==> config.mk <==
export PLATFORM = sky130hd
export DESIGN_NAME = csb_blend
export DESIGN_NICKNAME = d
export VERILOG_FILES = /design/src/design/csb_pkg.sv /design/src/design/csb_blend.sv
export SDC_FILE = /design/constraint.sdc
export NUM_CORES = 1
export LEC_CHECK = 0
export ABC_AREA = 1
export BUFFER_PORTS_ARGS = -buffer_cell sky130_fd_sc_hd__buf_2
export CORE_UTILIZATION = 54
export DETAILED_ROUTE_END_ITERATION = 10
export MAX_ROUTING_LAYER = met4
export PLACE_DENSITY = 0.85
export SLEW_MARGIN = 20
export SYNTH_ARGS = -nofsm -noshare
export SYNTH_HDL_FRONTEND = slang
export SYNTH_SLANG_ARGS = --single-unit
==> constraint.sdc <==
create_clock -name clk -period 6.4 [get_ports clk]
set_clock_uncertainty 0.1 [all_clocks]
set_input_delay 0.96 -clock clk [delete_from_list [all_inputs] [get_ports clk]]
set_output_delay 0.96 -clock clk [all_outputs]
set_load 0.005 [all_outputs]
==> src/design/csb_pkg.sv <==
// ----------------------------------------------------------------------------
// csb_pkg
// Shared types, constants and helpers for the clipped sprite blitter: frame
// store geometry, command codes, register indexes and the pixel layout.
// ----------------------------------------------------------------------------
package csb_pkg;

  // frame store geometry
  localparam int MAX_WIDTH  = 256;
  localparam int MAX_HEIGHT = 256;
  localparam int DEPTH      = MAX_WIDTH * MAX_HEIGHT;
  localparam int X_W        = $clog2(MAX_WIDTH);
  localparam int Y_W        = $clog2(MAX_HEIGHT);
  localparam int ADDR_W     = $clog2(DEPTH);

  // sprite limits
  localparam int SPRITE_MAX = 256;
  localparam int TEX_W      = $clog2(SPRITE_MAX);

  // field widths
  localparam int CMD_W     = 3;
  localparam int COORD_W   = 13;
  localparam int DIM_W     = 9;
  localparam int CHAN_W    = 8;
  localparam int TOP_W     = COORD_W + 1;
  localparam int POS_W     = COORD_W + 2;
  localparam int CFG_IDX_W = 1;
  localparam int PIX_W     = 4 * CHAN_W;

  // fourth byte written by a clear with a non-gray colour (opaque) and by a set pixel (clear)
  localparam logic [CHAN_W-1:0] ALPHA_OPAQUE = 8'd255;
  localparam logic [CHAN_W-1:0] ALPHA_CLEAR  = 8'd0;

  // command codes
  typedef enum logic [CMD_W-1:0] {
    CMD_CLEAR = 3'd0,
    CMD_SET   = 3'd1,
    CMD_BEGIN = 3'd2,
    CMD_TEXEL = 3'd3,
    CMD_READ  = 3'd4
  } cmd_t;

  // configuration register indexes
  localparam logic [CFG_IDX_W-1:0] REG_SCREEN_W = 1'b0;
  localparam logic [CFG_IDX_W-1:0] REG_SCREEN_H = 1'b1;

  // stored pixel, fourth byte on top
  typedef struct packed {
    logic [CHAN_W-1:0] a;
    logic [CHAN_W-1:0] r;
    logic [CHAN_W-1:0] g;
    logic [CHAN_W-1:0] b;
  } pixel_t;

  // blend request: destination pixel and source texel (alpha in src.a)
  typedef struct packed {
    pixel_t dst;
    pixel_t src;
  } blend_req_t;

  // effective screen dimension: zero acts as one, clamp to the maximum
  function automatic logic [DIM_W-1:0] eff_dim(input logic [DIM_W-1:0] v, input int mx);
    logic [DIM_W-1:0] res;
    res = v;
    if (v == '0) begin
      res = DIM_W'(1);
    end else if (int'(v) > mx) begin
      res = DIM_W'(mx);
    end
    return res;
  endfunction

endpackage

==> src/design/csb_blend.sv <==
// ----------------------------------------------------------------------------
// csb_blend
// Alpha blend of one texel onto one stored pixel. Products are registered;
// the result is dst + floor(alpha*(src-dst)/256) per colour byte, or the
// source colour when alpha is opaque. The fourth byte is kept.
// ----------------------------------------------------------------------------
module csb_blend (
  input  logic               clk,
  input  csb_pkg::blend_req_t req,
  output csb_pkg::pixel_t     result
);
  import csb_pkg::*;

  logic [CHAN_W-1:0]     dst_c [3];
  logic [CHAN_W-1:0]     src_c [3];
  logic signed [CHAN_W:0]     diff   [3];
  logic signed [2*CHAN_W+1:0] prod   [3];
  logic [CHAN_W-1:0]     step_r [3];
  pixel_t                dst_r;
  pixel_t                src_r;
  logic                  opaque_r;
  logic [CHAN_W-1:0]     mix_c  [3];

  // split into colour lanes
  assign dst_c[0] = req.dst.r;
  assign dst_c[1] = req.dst.g;
  assign dst_c[2] = req.dst.b;
  assign src_c[0] = req.src.r;
  assign src_c[1] = req.src.g;
  assign src_c[2] = req.src.b;

  // signed difference times alpha, one multiplier per lane
  always_comb begin
    for (int i = 0; i < 3; i++) begin
      diff[i] = $signed({1'b0, src_c[i]}) - $signed({1'b0, dst_c[i]});
      prod[i] = $signed({1'b0, req.src.a}) * diff[i];
    end
  end

  // product register; floor of prod/256 modulo 256 is bits 15:8
  always_ff @(posedge clk) begin
    for (int i = 0; i < 3; i++) begin
      step_r[i] <= prod[i][2*CHAN_W-1:CHAN_W];
    end
    dst_r    <= req.dst;
    src_r    <= req.src;
    opaque_r <= (req.src.a == ALPHA_OPAQUE);
  end

  assign mix_c[0] = dst_r.r + step_r[0];
  assign mix_c[1] = dst_r.g + step_r[1];
  assign mix_c[2] = dst_r.b + step_r[2];

  // final select
  always_comb begin
    result.a = dst_r.a;
    if (opaque_r) begin
      result.r = src_r.r;
      result.g = src_r.g;
      result.b = src_r.b;
    end else begin
      result.r = mix_c[0];
      result.g = mix_c[1];
      result.b = mix_c[2];
    end
  end

endmodule

# Word level (Yosys, flattened, before mapping)
# Memories as Yosys holds them, arrays and structs flattened.
# Cells that the tools add are included.
classes:
  n_addsub: 6
  mul: 3
  n_eq_ne: 1
  n_mux: 1
ops:
  columns: ["cell", "count"]
  rows:
  - ["$mul 9x9->16", 3]
  - ["$sub 8x8->9", 3]
  - ["$add 8x8->8", 3]
  - ["$mux 24", 1]
  - ["$eq 8x8->1 const B", 1]
totals:
  register_bits: 57
  mem_bits_rw: 24
  inputBits: 65
  output_inout_bits: 32
  word_cells: 20
  n_memories: 1
memory_table:
  columns: ["name", "words", "width", "read_ports", "rd_ports_with_merged_regs", "wr", "line_no", "source"]
  rows:
  - ["step_r", 3, 8, 3, 0, 3, "csb_blend.sv:18", "logic [CHAN_W-1:0] step_r [3];"]

# Longest topological paths before layout
logic_depth:
  ltp_word: 2
  depth_mapped: 30
  depth_no_buf: 30

# Worst setup path before layout
# No wires, ideal clock.
synth_timing:
  path_kind: "input port to flip-flop"
  from: "in req[16] in the netlist's numbering"
  to: "mem step_r[0][7]"
  setup_ns: 0.112
  t_arrival_ns: 5.914
  required_ns: 6.188
  setup_slack_ns: 0.274
  cell_stages: 26
  path_buffers: 0
  cell_sequence: "inv_1 ha_1 fa_1 o21ai_2 nand2_2 xor2_1 inv_1 nor2_1 fa_1 inv_1 fa_1 inv_1 fa_1 fa_1 inv_1 fa_1 inv_1 ha_1 nand2_1 nor3_1 and2_1 nand2_1 nand3_1 inv_1 nand2_1 nand2_1"
synth_lines:
  columns: ["item", "line_no", "source"]
  rows:
  - ["start: declaration", "csb_blend.sv:9", "input csb_pkg::blend_req_t req,"]
  - ["end: declaration", "csb_blend.sv:18", null]

==> results.toml <==
[setup_path]
critPathKind = "in2reg"
crit_arrival_ps = 6210
critPathSlowestCell = "fa_1"
cpMostUsedCell = "fa_1"
crit_path_start = "req[16]"
cp.depth = 26
end_kind = "flip-flop"
cp-start-kind = "primary input"
crit_family = "adder cells"
max_stage_delay_ps = 540
critPathMaxFanout = 4
cp.required_ps = 6540
endpoint = "step_r[0][7]$_DFF_P_"
path_buf_inv = 6

[clock_network]
htree_num_levels = 3
tritoncts = "built"
cts_hold_buffers = 0
clkSinkCount = 81
cts_setup_buffers = 0
ctsResizeCount = 0
cts_buffers = 9
clk_pin_slew_ps = 70
clock_path_buffers = 2
cts-root-buf = "clkbuf_16"

[route]
dr.pass1.iters = 6
drtIter0Drc = 648
vias = 9795
via_per_inst = 5.26
drt_wl_total_um = 28400
drc = 0
wl_per_cell_um = 15.3
ant_nets = 0

[floorplan]
die-area_um2 = 21300
coreArea_um2 = 20300
initial_core_util = 0.552
rows = 52
die_h_um = 146
io_pins = 97
die_x_um = 146

[timing]
slew_viol_final = 0
slew_headroom = 0.309
rsz0062_at_grt = "no"
period_share = 0.949
fmax_ghz = 0.165
period_minus_slack_ps = 6070
worstMarginPinSlew_ps = 1030
hold_violations = 0
setup_violations = 0

[place]
gp_congestion = 0.970
portBuffers = 96
dp_hpwl_um = 23300

[cells_and_area]
layout-drive-gt1-share = 0.109
final_net_count = 1947
fill_cells = 1705
layout_commonest_cell = "nand2_1"
mostFrequentLayoutCells = "324 x nand2_1, 315 x inv_1, 178 x nor2_1"
area_growth_syn_to_layout_pct = 10.2
fin_util = 0.609

[job]
timing.max_cap.violations = 0

[synthesis]
yosys_warnings = 0
syn_inst = 1487
synth_top_family_by_area = "adder cells"
synth-xor-area-share = 0.0287
synth_compound_area_frac = 0.0597
synth_adder_area_share = 0.420
synth.distinct_cells = 32
synth.ff_latch_count = 81
synthesis.area_um2 = 11200
avgSynthCellArea_um2 = 7.54
synth_simple_gate_area_frac = 0.225
ys_seq_area_frac = 0.145
synth_nets = 1849
synthMuxAreaShare = 0

[status]
outcome = "finished, final reports clean"

[grt]
antenna_found_initial = 1
grt_max_degree = 27
grt_pass1_wl_um = 47200
track_usage = 0.285
gr-total-overflow = 0
grt_pass1_vias = 10100

[hold_path]
min_path_type = "in2reg"
-- worst min-delay path by stage --
stage                       start            endpoint  slack (ps)  cells after the start
after floorplan           req[32]    dst_r[0]$_DFF_P_         890                      0
after global placement    req[58]  result[26]$_DFF_P_         960                      1
after detailed placement  req[61]  result[29]$_DFF_P_         960                      1
after CTS                 req[61]  result[29]$_DFF_P_         620                      1
after global routing      req[63]  result[31]$_DFF_P_         610                      1
final                     req[63]  result[31]$_DFF_P_         620                      1
-- metrics by stage --
stage	TNS (ps)	hold slack [ps]	setup WS [ps]	std cells	area (µm²)
after global placement	0	964	85.5	1844	12100
final	0	624	325	1861	12400
after floorplan	0	888	274	1487	11200
after global routing	0	611	19.8	1861	12400
after CTS	0	621	327	1860	12400
after detailed placement	-26.1	964	-26.1	1844	12100
-- per-layer routing --
layer	routed length, µm	track usage
met1	12100	0.368
met4	834	0.103
met2	13100	0.457
met3	2430	0.0422
met5	0	-
-- Yosys cell counts --
cell type	n	area share
a21boi_0	3	0.0020
a21o_1	7	0.0047
a21oi_1	44	0.020
a31oi_1	8	0.0045
and2_1	4	0.0022
buf_2	4	0.0018
buf_4	8	0.0054
clkbuf_1	20	0.0067
clkbuf_2	1	0.00045
clkinv_1	2	0.00067
dfxtp_1	81	0.14
fa_1	132	0.24
ha_1	165	0.18
inv_1	315	0.11
inv_2	6	0.0020
nand2_1	324	0.11
nand2_2	7	0.0039
nand3_1	67	0.030
nand3b_1	7	0.0047
nand4_1	18	0.010
nor2_1	178	0.060
nor3_1	7	0.0031
nor4_1	1	0.00056
o21a_1	1	0.00067
o21ai_0	24	0.011
o21ai_2	10	0.0078
o21bai_1	7	0.0047
o21bai_4	3	0.0050
or2_2	4	0.0022
xnor2_1	7	0.0055
xor2_1	13	0.010
xor2_2	9	0.013
-- cells by family (layout without fill, tap and decap cells) --
group,Yosys count,count (layout)
simple gates,617,617
buf+inv,356,459
fa+ha+maj,297,297
compound gates,107,107
flops,81,81
xor+xnor,29,29
other cells,0,1
-- area by class of cell --
| type | count | area [µm²] | share of cell area |
|---|---|---|---|
| Clock inverter | 4 | 51.3 | 0.00415 |
| Clock buffer | 12 | 256 | 0.0208 |
| Tap cell | 270 | 338 | 0.0273 |
| Timing Repair Buffer | 120 | 661 | 0.0534 |
| Inverter | 323 | 1210 | 0.0981 |
| Antenna cell | 1 | 2.50 | 0.000202 |
| Multi-Input combinational cell | 1050 | 8220 | 0.665 |
| Sequential cell | 81 | 1620 | 0.131 |
-- state kept, by name (all words and copies together), names as in the netlist --
register,flops
dst_r,24
src_r,24
step_r,24
result,8
opaque_r,1
Power is left out: the tool's default activity adds up to more than one toggle a clock period on the data nets, which glitch-free logic cannot reach.
